`src/hdl/stc_pkg.sv`:
```
// ----------------------------------------------------------------------------
// stc_pkg: shared types and helpers for the splitter tree classifier
// Holds the tree size, the item codes, the per-level stage record and the
// bucket arithmetic used by the cells and by the top level.
// ----------------------------------------------------------------------------
`default_nettype none

package stc_pkg;

  // Number of tree levels; the tree holds 2^TREE_BITS - 1 splitters.
  localparam int TREE_BITS     = 4;
  localparam int NUM_SPLITTERS = (1 << TREE_BITS) - 1;

  // Fixed field widths of the channels.
  localparam int KEY_W    = 64;
  localparam int NIDX_W   = 4;
  localparam int BUCKET_W = 5;

  // Heap index of the current node, one bit more than a level needs so that
  // a leaf slot below the last level still fits.
  localparam int NODE_W     = TREE_BITS + 1;
  localparam int LEVEL_W    = (TREE_BITS > 1) ? $clog2(TREE_BITS) : 1;
  localparam int LOCAL_BITS = (TREE_BITS > 1) ? TREE_BITS - 1 : 1;
  localparam int LOCAL_DEPTH = 1 << LOCAL_BITS;
  localparam int IDX_W      = (NODE_W > NIDX_W) ? NODE_W : NIDX_W;
  localparam int CALC_W     = (TREE_BITS + 2 > BUCKET_W) ? TREE_BITS + 2 : BUCKET_W;

  typedef enum logic {
    FUNC_LOAD     = 1'b0,
    FUNC_CLASSIFY = 1'b1
  } func_t;

  // One item as it travels down the chain of cells.
  typedef struct packed {
    logic                valid;
    func_t               func;
    logic [NIDX_W-1:0]   node_index;
    logic [KEY_W-1:0]    key;
    logic [NODE_W-1:0]   node;
    logic                hit;
    logic [BUCKET_W-1:0] bucket;
  } stage_t;

  // Odd bucket for a key equal to the splitter at a node of a given level.
  function automatic logic [BUCKET_W-1:0] hit_bucket(logic [NODE_W-1:0] node,
                                                     logic [LEVEL_W-1:0] level);
    logic [CALC_W-1:0] shifted;
    logic [CALC_W-1:0] pos;
    logic [CALC_W-1:0] b;
    shifted = CALC_W'(node) << (TREE_BITS - int'(level));
    pos = (shifted & CALC_W'(NUM_SPLITTERS)) |
          (CALC_W'(1) << (TREE_BITS - 1 - int'(level)));
    b = (pos << 1) - CALC_W'(1);
    return b[BUCKET_W-1:0];
  endfunction

  // Even bucket for a key that fell off the tree below the last level.
  function automatic logic [BUCKET_W-1:0] leaf_bucket(logic [NODE_W-1:0] node);
    logic [CALC_W-1:0] b;
    b = CALC_W'(node[TREE_BITS-1:0]) << 1;
    return b[BUCKET_W-1:0];
  endfunction

endpackage

`default_nettype wire

```
`src/hdl/stc_in_if.sv`:
```
// ----------------------------------------------------------------------------
// stc_in_if: input channel of the splitter tree classifier
// Carries one load or classify item with a valid/ready handshake.
// ----------------------------------------------------------------------------
`default_nettype none

interface stc_in_if;
  import stc_pkg::*;

  logic              valid;
  logic              ready;
  logic              func;
  logic [NIDX_W-1:0] node_index;
  logic [KEY_W-1:0]  key;

  modport source (output valid, output func, output node_index, output key,
                  input ready);
  modport sink   (input valid, input func, input node_index, input key,
                  output ready);
endinterface

`default_nettype wire

```
`src/hdl/stc_out_if.sv`:
```
// ----------------------------------------------------------------------------
// stc_out_if: result channel of the splitter tree classifier
// Carries one bucket number with a valid/ready handshake.
// ----------------------------------------------------------------------------
`default_nettype none

interface stc_out_if;
  import stc_pkg::*;

  logic                valid;
  logic                ready;
  logic [BUCKET_W-1:0] bucket;

  modport source (output valid, output bucket, input ready);
  modport sink   (input valid, input bucket, output ready);
endinterface

`default_nettype wire

```
`src/hdl/stc_cell.sv`:
```
// ----------------------------------------------------------------------------
// stc_cell: one tree level of the classifier chain
// Holds the splitters of its level, writes them for load items and steps a
// classify item one node down or marks a hit, passing it to the next cell.
// ----------------------------------------------------------------------------
`default_nettype none

module stc_cell (
  input  wire logic                         clk,
  input  wire logic                         rst,
  input  wire logic [stc_pkg::LEVEL_W-1:0]  level,
  input  wire logic                         advance,
  input  wire stc_pkg::stage_t              cur,
  output stc_pkg::stage_t                   nxt
);
  import stc_pkg::*;

  logic [KEY_W-1:0]      store [LOCAL_DEPTH];
  logic [NODE_W-1:0]     node_mask;
  logic [LOCAL_BITS-1:0] rd_off;
  logic [IDX_W-1:0]      idx;
  logic [IDX_W-1:0]      idx_mask;
  logic [LOCAL_BITS-1:0] wr_off;
  logic                  wr_en;
  logic [KEY_W-1:0]      splitter;
  stage_t                nxt_next;

  // Nodes of this level have bit "level" set; the bits below it pick the entry.
  always_comb begin
    node_mask = (NODE_W'(1) << level) - NODE_W'(1);
    rd_off    = LOCAL_BITS'(cur.node & node_mask);
    idx       = IDX_W'(cur.node_index);
    idx_mask  = (IDX_W'(1) << level) - IDX_W'(1);
    wr_off    = LOCAL_BITS'(idx & idx_mask);
    wr_en     = advance && cur.valid && (cur.func == FUNC_LOAD) &&
                ((idx >> level) == IDX_W'(1));
    splitter  = store[rd_off];
  end

  always_comb begin
    nxt_next = cur;
    if (cur.valid && (cur.func == FUNC_CLASSIFY) && !cur.hit) begin
      if (cur.key == splitter) begin
        nxt_next.hit    = 1'b1;
        nxt_next.bucket = hit_bucket(cur.node, level);
      end else begin
        nxt_next.node = {cur.node[NODE_W-2:0], (cur.key > splitter)};
      end
    end
  end

  always_ff @(posedge clk) begin
    if (wr_en) begin
      store[wr_off] <= cur.key;
    end
  end

  // Only the valid bit is cleared by reset; the payload follows it.
  always_ff @(posedge clk) begin
    if (rst) begin
      nxt.valid <= 1'b0;
    end else if (advance) begin
      nxt <= nxt_next;
    end
  end

`ifndef ASSERT_OFF
  a_item_moves: assert property (@(posedge clk) disable iff (rst)
    !rst && advance && cur.valid |=> nxt.valid)
    else $error("item lost between cells");

  a_stall_holds: assert property (@(posedge clk) disable iff (rst)
    !rst && !advance |=> nxt.valid == $past(nxt.valid))
    else $error("cell changed while the chain was stalled");

  a_hit_kept: assert property (@(posedge clk) disable iff (rst)
    !rst && advance && cur.valid && cur.hit |=>
      nxt.hit && (nxt.bucket == $past(cur.bucket)))
    else $error("matched bucket changed in a later cell");
`endif

endmodule

`default_nettype wire

```
`src/hdl/splitter_tree_equal_classifier_unit.sv`:
```
// ----------------------------------------------------------------------------
// splitter_tree_equal_classifier_unit: splitter tree key classifier
// Chain of one cell per tree level; load items write splitters on their way
// down, classify items walk one node per cell and leave with a bucket.
// ----------------------------------------------------------------------------
// Usage:
// The items channel takes load items (func 0), which write the 64-bit key as
// the splitter of heap node node_index, and classify items (func 1), which
// give one bucket on the results channel. Loads give no result. Every item
// passes through all TREE_BITS cells in order, so a load only affects items
// accepted after it.
// A classify item is registered in each of the TREE_BITS cells (4 with the
// default tree) in turn before its bucket shows. Throughput is one item per
// cycle unless results stall, set by the per-level cells, one item in each.
// When results are stalled, ready on the items channel drops and the whole
// chain holds in place; the waiting bucket stays stable until taken.
// Reset clears the valid bits of the chain only. Splitter storage is not
// cleared; a node must be loaded before a key is classified against it.
// ----------------------------------------------------------------------------
`default_nettype none

module splitter_tree_equal_classifier_unit (
  input  wire logic clk,
  input  wire logic rst,
  stc_in_if.sink    items,
  stc_out_if.source results
);
  import stc_pkg::*;

  stage_t stage [TREE_BITS+1];
  logic   advance;
  logic   last_result;

  always_comb begin
    stage[0].valid      = items.valid;
    stage[0].func       = func_t'(items.func);
    stage[0].node_index = items.node_index;
    stage[0].key        = items.key;
    stage[0].node       = NODE_W'(1);
    stage[0].hit        = 1'b0;
    stage[0].bucket     = '0;
  end

  for (genvar k = 0; k < TREE_BITS; k++) begin : g_cell
    stc_cell u_cell (
      .clk     (clk),
      .rst     (rst),
      .level   (LEVEL_W'(k)),
      .advance (advance),
      .cur     (stage[k]),
      .nxt     (stage[k+1])
    );
  end

  // Load items leave the last cell silently; only classify items wait.
  always_comb begin
    last_result    = stage[TREE_BITS].valid && (stage[TREE_BITS].func == FUNC_CLASSIFY);
    advance        = !last_result || results.ready;
    items.ready    = advance;
    results.valid  = last_result;
    results.bucket = stage[TREE_BITS].hit ? stage[TREE_BITS].bucket
                                          : leaf_bucket(stage[TREE_BITS].node);
  end

`ifndef ASSERT_OFF
  a_stall_blocks: assert property (@(posedge clk) disable iff (rst)
    results.valid && !results.ready |-> !items.ready)
    else $error("item taken while the result was stalled");

  a_hit_odd: assert property (@(posedge clk) disable iff (rst)
    results.valid && stage[TREE_BITS].hit |-> results.bucket[0])
    else $error("equal match gave an even bucket");

  a_miss_even: assert property (@(posedge clk) disable iff (rst)
    results.valid && !stage[TREE_BITS].hit |-> !results.bucket[0])
    else $error("leaf slot gave an odd bucket");
`endif

endmodule

`default_nettype wire

```
`src/flat_wrapper.sv`:
```
// flat-port wrapper written by rule: the top's interface ports become plain ports
module splitter_tree_equal_classifier_unit_flat import stc_pkg::*;
  (clk, rst, items_valid, items_func, items_node_index, items_key, items_ready, results_valid, results_bucket, results_ready);
  stc_in_if items_i ();
  stc_out_if results_i ();
  input  wire logic clk;
  input  wire logic rst;
  input wire logic [$bits(items_i.valid)-1:0] items_valid;
  input wire logic [$bits(items_i.func)-1:0] items_func;
  input wire logic [$bits(items_i.node_index)-1:0] items_node_index;
  input wire logic [$bits(items_i.key)-1:0] items_key;
  output wire logic [$bits(items_i.ready)-1:0] items_ready;
  output wire logic [$bits(results_i.valid)-1:0] results_valid;
  output wire logic [$bits(results_i.bucket)-1:0] results_bucket;
  input wire logic [$bits(results_i.ready)-1:0] results_ready;
  assign items_i.valid = items_valid;
  assign items_i.func = items_func;
  assign items_i.node_index = items_node_index;
  assign items_i.key = items_key;
  assign items_ready = items_i.ready;
  assign results_valid = results_i.valid;
  assign results_bucket = results_i.bucket;
  assign results_i.ready = results_ready;
  splitter_tree_equal_classifier_unit u_core (.clk(clk), .rst(rst), .items(items_i), .results(results_i));
endmodule
```
`config.mk`:
```
export PLATFORM = sky130hd
export DESIGN_NAME = splitter_tree_equal_classifier_unit_flat
export DESIGN_NICKNAME = d
export VERILOG_FILES = /design/src/hdl/stc_pkg.sv /design/src/hdl/stc_in_if.sv /design/src/hdl/stc_out_if.sv /design/src/hdl/stc_cell.sv /design/src/hdl/splitter_tree_equal_classifier_unit.sv /design/src/flat_wrapper.sv
export SDC_FILE = /design/constraint.sdc
export NUM_CORES = 1
export LEC_CHECK = 0
export BUFFER_PORTS_ARGS = -buffer_cell sky130_fd_sc_hd__buf_4
export CAP_MARGIN = 30
export CORE_ASPECT_RATIO = 1.1
export CORE_MARGIN = 8
export CORE_UTILIZATION = 50
export CTS_BUF_LIST = sky130_fd_sc_hd__clkbuf_2
export DETAILED_ROUTE_END_ITERATION = 12
export HOLD_SLACK_MARGIN = 0.06
export PLACE_DENSITY = 0.66
export SLEW_MARGIN = 30
export SYNTH_ARGS = -nofsm -noshare
export SYNTH_HDL_FRONTEND = slang
export SYNTH_SLANG_ARGS = --single-unit
```
`constraint.sdc`:
```
create_clock -name clk -period 13.8 [get_ports clk]
set_input_delay 0.69 -clock clk [delete_from_list [all_inputs] [get_ports clk]]
set_output_delay 0.69 -clock clk [all_outputs]
set_load 0.05 [all_outputs]
```
Word level (Yosys, flattened, before mapping)
Memory sizes are Yosys's and may differ from the RTL's. A register that Yosys moved wholly into a read port is not among the register bits.
Cells that the tools add are included.
Operators by class
  add/subtract/negate cells: 3
  multiplexer cells: 24
  multiply operators: 0
  bitwise logic cells: 6
  shift operators: 0
  divide/modulo/power cells: 0
  equal/unequal tests: 7
  reduce and logical (&&, ||, !) cells: 27
  $lt $le $gt $ge: 4
Operator list (number)
  $eq 64x64->1: 4
  $gt 64x64->1: 4
  $mux 6: 4
  $logic_and 1x1->1: 20
  $mux 10: 2
  $mux 3: 5
  $sub 5x1->5 const B: 3
  $mux 9: 1
  $mux 1: 8
  $mux 4: 2
  $not 1->1: 6
  $mux 5: 1
  $eq 4x1->1 const B: 1
  $logic_not 1->1: 4
  $eq 3x1->1 const B: 1
  $eq 2x1->1 const B: 1
  $mux 2: 1
  $reduce_and 2->1: 1
  $reduce_or 2->1: 1
  $logic_or 1x1->1: 1
Word-level totals
  memories kept: 4
  bits in latches: 0
  flip-flop bits (word level): 250
  output and inout port bits: 7
  memory bits (read-only): 0
  bits of input ports: 73
  RAM bits: 2048
Memories
  u_core.g_cell[0].u_cell.store: words 8, width 64, read ports 1, clocked after memory_dff 0, wr ports 1, RTL line stc_cell.sv:18  | logic [KEY_W-1:0] store [LOCAL_DEPTH];
  u_core.g_cell[1].u_cell.store: words 8, width 64, read ports 1, clocked after memory_dff 1, wr ports 1, RTL line stc_cell.sv:18
  u_core.g_cell[2].u_cell.store: words 8, width 64, read ports 1, clocked after memory_dff 1, wr ports 1, RTL line stc_cell.sv:18
  u_core.g_cell[3].u_cell.store: words 8, width 64, read ports 1, clocked after memory_dff 1, wr ports 1, RTL line stc_cell.sv:18

Logic depth before layout (Yosys ltp)
  word-level depth: 8
  mapped depth: 12
  gate-level depth less buffers: 10

Modules after synthesis
From an unflattened synthesis, not the netlist that was laid out.
Second synthesis, totals
  cells, all modules: 4231
  area total of the unflattened synthesis: 93475.9 sq um
Modules (own cells, without submodules)
  stc_cell (u_core.g_cell[1].u_cell ...): cells an instance 1057, times used 2, area an instance 23388.7 sq um, seq. area each 17797.1 sq um
  stc_cell (u_core.g_cell[3].u_cell): cells an instance 1057, times used 1, area an instance 23317.4 sq um, seq. area each 17797.1 sq um
  stc_cell (u_core.g_cell[0].u_cell): cells an instance 1051, times used 1, area an instance 23307.4 sq um, seq. area each 17797.1 sq um
  splitter_tree_equal_classifier_unit: cells an instance 9, times used 1, area an instance 73.8 sq um, seq. area each 0.0 sq um

Worst setup path after synthesis
OpenSTA, ideal clock, no wires.
  path type: flip-flop to flip-flop
  start point: reg u_core.g_cell[3].u_cell.nxt[79] (netlist name)
  end point: reg (tool-made name)
  setup time: 0.110 ns
  arrival time: 12.319 ns
  path buffers: 1
  required time: 13.690 ns
  cell stages (with the launch flop): 6
  slack: 1.371 ns
  cells stage by stage: edfxtp_1 > and2_1 > nor2b_1 > clkbuf_1 > nor2_1 > mux2_2
RTL lines
  start, declared: RTL line stc_cell.sv:14  | output stc_pkg::stage_t nxt
  start signal, assigned: RTL line stc_cell.sv:63  | nxt <= nxt_next;

==> flow_metrics.py <==
metrics = {
    "grt": {
        "grt_pass1_vias": 26500,
        "antenna_found_initial": 1,
        "grt_overflow_total": 0,
        "grt_pass1_wl_um": 149000,
        "grt_max_degree": 75,
        "grt_util_all_layers_pct": 17.8,
    },
    "yosys": {
        "synth_top_cell_area_share_pct": 73.8,
        "ys_types": 63,
        "synth_common_cells": "edfxtp_1, ha_1, mux4_2",
        "synth_area_leaders": "edfxtp_1, mux4_2, ha_1",
        "yosysWarnings": 0,
        "synthFlopType": "edfxtp_1",
        "synth-edff-count": 1194,
        "synth_seq_cells": 1204,
        "syn_inst": 2479,
        "synthesis.nets": 2808,
        "synth.most_common_cell": "edfxtp_1",
        "syn_area_um2": 48600,
        "synth_area_leader_cell": "edfxtp_1",
        "seq_area_frac_synth_pct": 74.2,
        "synthArstFlopShare_pct": 0,
        "avgSynthCellArea_um2": 19.6,
    },
    "placement": {
        "port_buffers": 79,
        "post_dp_cell_area_um2": 51000,
        "dp_slack_ns": 8.29,
        "post-dp-hpwl_um": 57100,
        "place_congestion": 0.838,
        "dp.cells": 3815,
    },
    "power_and_ir_drop": {
        "cellPowerDensity_nw_per_um2": 124,
        "max-vdd-ir-drop_mv": 0.0778,
        "clockPowerShare_pct": 31.8,
        "power.leakage_uw": 0.0199,
        "swShare_pct": 24.0,
        "switchingPower_uw": 1630,
        "p_comb_share_pct": 6.9,
        "seqPwrFrac_pct": 61.3,
        "p_int_uw": 5160,
    },
    "sta": {
        "worstMarginPinSlew_ns": 0.920,
        "hold_viol_final": 0,
        "post-route-min-period_ns": 5.13,
        "fin_ws_ns": 8.67,
        "skew_ns": 0.104,
        "rsz0062_at_grt": "false",
        "finalMaxSlewViolations": 0,
        "worst_slew_margin_rel_pct": 38.6,
        "post-route-period-util_pct": 37.2,
        "setup_viol": 0,
        "setup_tns_ns": 0,
        "max_freq_mhz": 195,
    },
    "setup_path": {
        "worstSetupStartpointType": "flop",
        "critPathArrivalTime_ns": 6.28,
        "crit_path_end_kind": "flop",
        "criticalPathCategory": "reg2reg",
        "worstPathMaxFanout": 47,
        "critPathRequiredTime_ns": 14.94,
    },
    "hold_path": {
        "hp-class": "in2reg",
    },
    "die": {
        "ioPinCount": 80,
        "dieWidth_um": 313,
        "core_area_um2": 96800,
        "initial_utilization_pct": 50.2,
        "rows": 120,
        "die_y_um": 343,
        "die-area_um2": 107000,
    },
    "layout": {
        "final_util_pct": 56.7,
        "nFillCells": 7341,
        "area_delta_synth_final_pct": 13.0,
        "final_cells": 4450,
        "drive_gt1_share_pct": 25.2,
        "multiInputGateArea_um2": 11800,
        "final_area_um2": 54900,
        "seqCellArea_um2": 36100,
        "nNetsFinal": 3309,
    },
    "clock_network": {
        "numCtsBuffers": 300,
        "clock_path_buffers": 4,
        "cts_tree": "yes",
        "cts_resized": 0,
        "hold_buffers": 144,
        "cts_root_buf": "clkbuf_2",
        "clkSlewWorstSetupHoldPaths_ns": 0.11,
        "post_cts_buffers": 0,
        "clock_latency_ns": 1.43,
        "clock_sinks": 1204,
        "cts-htree-levels": 5,
    },
    "route": {
        "drtIter0Drc": 1540,
        "wl_per_cell_um": 21.4,
        "antenna_left": 0,
        "routed_wl_um": 95300,
        "vias": 24400,
        "viasPerCell": 5.48,
        "drc": 0,
        "drtPass1Iterations": 5,
    },
    "outcome": {
        "status": "completed",
    },
    "run": {
        "drv_cap": 0,
    },
}
==> power groups by stage <==
| stage | clock network [uW] | registers [uW] | logic, uW |
|---|---|---|---|
| after floorplan | 0 | 4200 | 340 |
| after detailed placement | 0 | 4250 | 442 |
| final | 2160 | 4160 | 472 |
| after CTS | 2250 | 4160 | 477 |
| after global placement | 0 | 4240 | 431 |
| after global routing | 2420 | 4170 | 525 |
==> flip-flops by register name, indices dropped and copies added, names as in the netlist, named ones only <==
name and count:
u_core.g_cell.u_cell.nxt 238, u_core.g_cell.u_cell.store 960
==> worst max-delay path: stages (launching register included) <==
cell and delay (ns):
dfxtp_4 0.62, buf_6 0.59, buf_4 0.74, mux4_2 0.60
mux2i_1 0.16, ha_1 0.18, nand4_1 0.15, nor4_1 0.26
nand4_1 0.25, nor4_1 0.45, nand2_1 0.17, nor3_2 0.28
mux2_1 0.37
==> placed cells by master (no fill, tap or decap), types with 11 or more instances in the layout <==
cell,n
a21oi_1,99
a211oi_1,13
nand4_1,51
mux4_2,192
o21ai_0,36
clkinv_1,54
buf_4,103
nand2_1,78
nor3_1,11
nand3_1,19
nor4_1,11
mux2_2,15
mux2i_1,126
nor2_1,27
edfxtp_1,1194
dlygate4sd3_1,144
inv_1,143
clkbuf_2,422
a21o_1,18
ha_1,256
==> layout make-up <==
type	count	share of cell area, %
flip-flops and latches	1204	65.7
inverters	144	0.984
well taps	1281	2.92
diodes	1	0.00456
clock inverters	68	0.583
multi-input cells	1070	21.5
repair buffers	260	4.42
clock buffers	422	3.85
==> cell families after synthesis <==
| family | after synthesis | synth area share (%) |
|---|---|---|
| AOI/OAI and AO/OA | 212 | 2.61 |
| adders and majority gates | 256 | 6.59 |
| buffers and inverters | 205 | 1.64 |
| DFF | 1204 | 74.2 |
| muxes | 341 | 12.0 |
| and+or+nand+nor | 261 | 2.91 |
==> final timing paths <==
| check | start | endpoint | slack (ns) | cells past startpoint |
|---|---|---|---|---|
| hold reg to reg | u_core.g_cell[1].u_cell.nxt[78] | u_core.g_cell[2].u_cell.nxt[78] | 0.47 | 0 |
| hold / removal | items_valid | u_core.g_cell[0].u_cell.nxt[2] | 0.30 | 4 |
| setup reg to reg | flop | u_core.g_cell[3].u_cell.nxt[4] | 8.67 | 12 |
| setup / recovery | flop | u_core.g_cell[3].u_cell.nxt[4] | 8.67 | 12 |
==> metal layers <==
metal / routed length [um] / up-vias / global-route usage (%)
met5: 0 / - / 0
met3: 4060 / 150 / 3.69
met1: 41900 / 12400 / 23.4
met2: 47000 / 573 / 29.4
li1: - / 11200 / -
met4: 2350 / 0 / 6.70
==> per-stage QoR <==
stage / power (uW) / hold WS [ns]
floorplan: 4540 / 0.418
global placement: 4670 / 0.435
detailed placement: 4690 / 0.439
CTS: 6890 / 0.0721
global route: 7120 / 0.110
finish: 6790 / 0.302
No activity file was read; power rests on OpenSTA's default activity.
